==> src/design/kl_divergence_accumulator_macros.svh <==
// Assertion macros used by the divergence accumulator back end.
`ifndef KL_DIVERGENCE_ACCUMULATOR_MACROS_SVH
`define KL_DIVERGENCE_ACCUMULATOR_MACROS_SVH

// Consequent must hold in the same cycle as the antecedent.
`define KLA_ASSERT_IMPL(label, clk, rst_n, ante, cons, msg) \
    label: assert property (@(posedge clk) disable iff (!rst_n) (ante) |-> (cons)) \
        else $error(msg);

// Consequent must hold in the cycle after the antecedent.
`define KLA_ASSERT_NEXT(label, clk, rst_n, ante, cons, msg) \
    label: assert property (@(posedge clk) disable iff (!rst_n) (ante) |=> (cons)) \
        else $error(msg);

`endif

==> src/design/kla_pkg.sv <==
// Shared defaults and types of the divergence accumulator.
package kla_pkg;

    // Default sizes of the block.
    localparam int PROB_BITS_DEF      = 16;
    localparam int LOG_TABLE_BITS_DEF = 10;
    localparam int ACC_BITS_DEF       = 48;

    // Control of the job at the head of the queue between front and back.
    typedef struct packed {
        logic valid;
        logic last;
        logic zero;
    } t_job_ctrl;

endpackage

==> src/design/kla_front.sv <==
// Front end: accepts probability pairs, classifies them and queues the jobs.
module kla_front #(
    parameter int PROB_BITS      = kla_pkg::PROB_BITS_DEF,
    parameter int LOG_TABLE_BITS = kla_pkg::LOG_TABLE_BITS_DEF
) (
    input  logic                         i_clk,
    input  logic                         i_rst_n,
    input  logic                         i_in_valid,
    output logic                         o_in_stall,
    input  logic [PROB_BITS-1:0]         i_true_prob,
    input  logic [PROB_BITS-1:0]         i_pred_prob,
    input  logic                         i_last,
    output kla_pkg::t_job_ctrl           o_job,
    output logic [PROB_BITS-1:0]         o_job_p,
    output logic [$clog2(PROB_BITS)-1:0] o_job_ep,
    output logic [LOG_TABLE_BITS-1:0]    o_job_idxp,
    output logic [15:0]                  o_job_rp,
    output logic [$clog2(PROB_BITS)-1:0] o_job_eq,
    output logic [LOG_TABLE_BITS-1:0]    o_job_idxq,
    output logic [15:0]                  o_job_rq,
    input  logic                         i_pop
);

    localparam int E_BITS = $clog2(PROB_BITS);
    localparam int EXT_W  = PROB_BITS - 1 + LOG_TABLE_BITS + 16;
    localparam int DEPTH  = 2;

    // Index of the leading one; zero for a zero word.
    function automatic logic [E_BITS-1:0] lead_one(input logic [PROB_BITS-1:0] x);
        logic [E_BITS-1:0] e;
        e = '0;
        for (int i = 0; i < PROB_BITS; i++) begin
            if (x[i]) begin
                e = E_BITS'(i);
            end
        end
        return e;
    endfunction

    logic                      w_accept;
    logic [E_BITS-1:0]         w_ep;
    logic [E_BITS-1:0]         w_eq;
    logic [PROB_BITS-1:0]      w_norm_p;
    logic [PROB_BITS-1:0]      w_norm_q;
    logic [EXT_W-1:0]          w_ext_p;
    logic [EXT_W-1:0]          w_ext_q;
    logic                      w_zero;

    logic [1:0]                r_count;
    logic                      r_wptr;
    logic                      r_rptr;

    logic [PROB_BITS-1:0]      r_q_p    [DEPTH];
    logic [E_BITS-1:0]         r_q_ep   [DEPTH];
    logic [LOG_TABLE_BITS-1:0] r_q_idxp [DEPTH];
    logic [15:0]               r_q_rp   [DEPTH];
    logic [E_BITS-1:0]         r_q_eq   [DEPTH];
    logic [LOG_TABLE_BITS-1:0] r_q_idxq [DEPTH];
    logic [15:0]               r_q_rq   [DEPTH];
    logic                      r_q_last [DEPTH];
    logic                      r_q_zero [DEPTH];

    assign o_in_stall = (r_count == 2'(DEPTH));
    assign w_accept   = i_in_valid && !o_in_stall;

    // Normalize each probability so that its leading one sits at the top bit,
    // then split the bits below it into table index and interpolation weight.
    assign w_ep     = lead_one(i_true_prob);
    assign w_eq     = lead_one(i_pred_prob);
    assign w_norm_p = i_true_prob << (E_BITS'(PROB_BITS - 1) - w_ep);
    assign w_norm_q = i_pred_prob << (E_BITS'(PROB_BITS - 1) - w_eq);
    assign w_ext_p  = {w_norm_p[PROB_BITS-2:0], {(LOG_TABLE_BITS + 16){1'b0}}};
    assign w_ext_q  = {w_norm_q[PROB_BITS-2:0], {(LOG_TABLE_BITS + 16){1'b0}}};
    assign w_zero   = (i_true_prob == '0) || (i_pred_prob == '0);

    // Queue pointers and fill count.
    always_ff @(posedge i_clk) begin
        if (!i_rst_n) begin
            r_count <= '0;
            r_wptr  <= 1'b0;
            r_rptr  <= 1'b0;
        end else begin
            if (w_accept) begin
                r_wptr <= !r_wptr;
            end
            if (i_pop) begin
                r_rptr <= !r_rptr;
            end
            if (w_accept && !i_pop) begin
                r_count <= r_count + 2'd1;
            end else if (!w_accept && i_pop) begin
                r_count <= r_count - 2'd1;
            end
        end
    end

    // Queue storage.
    always_ff @(posedge i_clk) begin
        if (w_accept) begin
            r_q_p[r_wptr]    <= i_true_prob;
            r_q_ep[r_wptr]   <= w_ep;
            r_q_idxp[r_wptr] <= w_ext_p[EXT_W-1 -: LOG_TABLE_BITS];
            r_q_rp[r_wptr]   <= w_ext_p[EXT_W-1-LOG_TABLE_BITS -: 16];
            r_q_eq[r_wptr]   <= w_eq;
            r_q_idxq[r_wptr] <= w_ext_q[EXT_W-1 -: LOG_TABLE_BITS];
            r_q_rq[r_wptr]   <= w_ext_q[EXT_W-1-LOG_TABLE_BITS -: 16];
            r_q_last[r_wptr] <= i_last;
            r_q_zero[r_wptr] <= w_zero;
        end
    end

    // Head of the queue.
    assign o_job.valid = (r_count != 2'd0);
    assign o_job.last  = r_q_last[r_rptr];
    assign o_job.zero  = r_q_zero[r_rptr];
    assign o_job_p     = r_q_p[r_rptr];
    assign o_job_ep    = r_q_ep[r_rptr];
    assign o_job_idxp  = r_q_idxp[r_rptr];
    assign o_job_rp    = r_q_rp[r_rptr];
    assign o_job_eq    = r_q_eq[r_rptr];
    assign o_job_idxq  = r_q_idxq[r_rptr];
    assign o_job_rq    = r_q_rq[r_rptr];

endmodule

==> config.mk <==
export PLATFORM = sky130hd
export DESIGN_NAME = kla_front
export DESIGN_NICKNAME = d
export VERILOG_FILES = /design/src/design/kl_divergence_accumulator_macros.svh /design/src/design/kla_pkg.sv /design/src/design/kla_front.sv
export SDC_FILE = /design/constraint.sdc
export NUM_CORES = 1
export LEC_CHECK = 0
export BUFFER_PORTS_ARGS = -buffer_cell sky130_fd_sc_hd__buf_2
export CAP_MARGIN = 20
export CORE_MARGIN = 1.5
export CORE_UTILIZATION = 44
export CTS_CLUSTER_SIZE = 16
export DETAILED_ROUTE_END_ITERATION = 8
export PLACE_DENSITY = 0.68
export SYNTH_ARGS = -nofsm -noshare
export SYNTH_HDL_FRONTEND = slang
export SYNTH_SLANG_ARGS = --single-unit
==> constraint.sdc <==
create_clock -name i_clk -period 3.3 [get_ports i_clk]
set_clock_uncertainty 0.2 [all_clocks]
set_input_delay 0.165 -clock i_clk [delete_from_list [all_inputs] [get_ports i_clk]]
set_output_delay 0.165 -clock i_clk [all_outputs]
set_load 0.01 [all_outputs]
==> impl_metrics.yaml <==
run_status:
  status: "finished, final reports clean"
routing:
  vias_per_cell: 5.42
  num_vias: 4349
  detail_route.wl_per_cell_um: 17.2
  initialDrtViolationCount: 330
  postRouteWirelength_mm: 13.8
  drtPass1Iterations: 5
  antenna_left: 0
  drcViolationCount: 0
power:
  p_per_area_mw_per_mm2: 603
  ir_drop_mv: 0.331
  leakagePower_nw: 2.82
global_route:
  grt_max_degree: 36
  antenna_found_initial: 0
  first_global_vias: 4357
  grt_overflow: 0
  grtUsageTotal_pct: 20.1
  grt_pass1_wl_mm: 22.2
critical_path:
  critPathCapture: "r_q_idxp[1][6]"
  cp-startpoint: "i_true_prob[14]"
  cp_max_fo: 12
  worstSetupEndpointType: "flip-flop"
  worstPathArrival_ns: 2.86
  r2r_setup_slack_ns: 1.19
  r2r_cells: 4
  path_class: "in2reg"
  cp-start-kind: "input port"
  worstPathRequired_ns: 3.24
  reg2reg_to: "r_q_idxq[0][7]"
  r2r_start: "r_count[0]"
job:
  drv_cap: 0
yosys:
  syn_avg_cell_area_sq_um: 12.3
  async_flop_share_pct: 0
  netlist_area_sq_mm: 0.00603
  ys_warn_count: 0
  seq_area_frac_synth_pct: 57.4
  synth-seq-cells: 117
  synthTopCellsByArea: "edfxtp_1 (56%), mux2_2 (11%), mux2i_1 (3.2%)"
  ys_types: 63
  synth_top_cell_area_share_pct: 55.8
  yosysTopAreaCell: "edfxtp_1"
  synth_cells: 491
  synth_ff_type: "edfxtp_1"
  synth-edff-count: 112
clock_tree:
  cts.sinks: 117
  h-tree-depth: 4
  clockBufferDepth: 2
  cts_root_buf: "clkbuf_16"
  clk_latency_ns: 0.40
  post_cts_resized: 0
  cts_tree: "built"
  cts_buffers: 17
  clkSlewWorstSetupHoldPaths_ns: 0.05
timing:
  hold_violations: 0
  max_slew.worst_pin.slew_ns: 0.730
  setup_tns_ns: 0
  slew-limit-headroom_pct: 51.2
  fmaxAchievable_ghz: 0.342
  period_share_pct: 88.6
  drv_slew: 0
  period_minus_slack_ns: 2.92
  setup-violations-final: 0
  hold_ws_ns: 0.0594
  rsz0062_at_grt: "false"
floorplan:
  pin_count: 117
  fp.coreArea_sq_mm: 0.0133
  dieArea_sq_mm: 0.0144
  fp.dieW_um: 120
  placementRows: 42
  die_h_um: 120
  initial_utilization_pct: 45.4
worst_hold_path:
  hold_class: "in2reg"
layout:
  drive_above_1_share_pct: 34.2
  nFillCells: 1090
  regArea_sq_mm: 0.00346
  final_nets: 651
  area_growth_syn_to_layout_pct: 23.9
  n_antenna_cell: 0
  multi_input_area_sq_mm: 0.00230
placed_design:
  port_buffers: 94
  gp_congestion: 0.956
  post-dp-hpwl_mm: 9.69
critical path: stages:
cell,delay [ns]
dlygate4sd3_1,0.54
buf_2,0.19
inv_1,0.08
a21oi_1,0.28
nand2b_1,0.13
o21ai_2,0.57
mux2i_1,0.37
mux2_2,0.24
nor3_1,0.05
o22a_1,0.24
kinds of logic after synthesis:
logic type               synth area share (%)
buffers and inverters                    5.81
other                                  0.0622
AND/OR/NAND/NOR                          10.7
multiplexers                             14.2
AO/OA/AOI/OAI                            11.2
adder cells (fa/ha/maj)                 0.207
flip-flops                               57.4
XOR/XNOR                                0.436
power breakdown:
group          internal, mW  switching, mW  total (mW)
sequential             1.82         0.0490        1.87
clock                  1.24          0.609        1.85
combinational         0.330          0.460       0.790
total                  3.39           1.12        4.51
registers in the layout, summed over array words and instances (netlist names), named ones only:
name	cells
r_count	2
r_q_ep	8
r_q_eq	8
r_q_idxp	20
r_q_idxq	20
r_q_last	2
r_q_p	32
r_q_rp	10
r_q_rq	10
r_q_zero	2
r_rptr	1
r_wptr	1
cell type report:
cell class	instances	share of cell area [%]
repair buffers	124	10.3
clock buffers	28	8.05
flip-flops and latches	117	46.4
multi-input cells	331	30.8
clock inverters	4	0.335
well taps	176	2.95
inverters	22	1.14
worst min-delay path by stage:
stage / from / cells after the start / to / slack, ns
after floorplan: i_last / 0 / r_q_last[0] / 0.06
after global placement: i_last / 1 / r_q_last[0] / 0.15
after detailed placement: i_last / 1 / r_q_last[0] / 0.16
after CTS: i_in_valid / 4 / r_wptr / 0.04
after global routing: i_in_valid / 4 / r_wptr / 0.1
final: i_in_valid / 4 / r_wptr / 0.06
stage by stage:
step                cell area, sq um  power [mW]  util [%]  worst slack [ns]  cells
detailed placement              6640        2.67      49.9             0.598    749
finish                          7470        4.51      56.2             0.377    802
global route                    7470        4.69      56.2             0.225    802
global placement                6640        2.65      49.9             0.707    749
floorplan                       6110        2.40         -             0.615    512
CTS                             7470        4.54      56.2             0.466    802
cell usage in the layout, fill, tap and decap left out, types with 4 or more instances in the layout:
cell,netlist,layout
o22ai_1,8,8
edfxtp_1,112,112
clkbuf_16,0,21
inv_1,20,20
o221ai_1,5,5
nand2_1,28,28
buf_4,24,7
conb_1,1,22
mux2i_1,19,19
o21ai_0,22,22
dlygate4sd3_1,0,21
nor3_1,13,13
mux2_2,59,59
nand2b_1,6,6
and2_1,6,6
nor2_1,46,45
buf_2,2,94
dfxtp_1,5,4
a21oi_1,21,21
nor4_1,8,8
nand3_1,8,8
clkbuf_8,0,5
synth_stat cells, types with 2 or more instances:
cell and number:
mux2i_1 19, mux2_2 59, nor4_1 8, o31a_1 2
dfxtp_1 5, nor3_1 13, buf_4 24, buf_6 2
nor2b_1 3, a21oi_2 2, a221o_1 2, o32ai_1 2
nor2_1 46, a21oi_1 21, or2_2 2, buf_2 2
nand2b_1 6, o31ai_1 2, clkbuf_1 14, a221oi_1 2
a21boi_0 2, o21ai_0 22, xor2_1 2, nand2_1 28
o221ai_1 5, a22oi_1 2, o22ai_1 8, inv_1 20
a21o_1 2, and2_1 6, o211ai_1 3, nor2_4 2
nand3_1 8, edfxtp_1 112, a31oi_1 3, and3_1 3
what timing repair did:
action | CTS | global route
hold buffers | 21 | 0
hold endpoints to repair | 41 | 0
buffers inserted | 0 | 0
metal layers:
layer	routed length, um	up-vias	global-route usage (%)
met3	672	27	4.56
met5	0	-	0
met2	7180	169	35.5
met4	389	0	8.26
met1	5570	2099	23.4
li1	-	2054	-
Note: power is estimated with default switching activity, not from simulation.
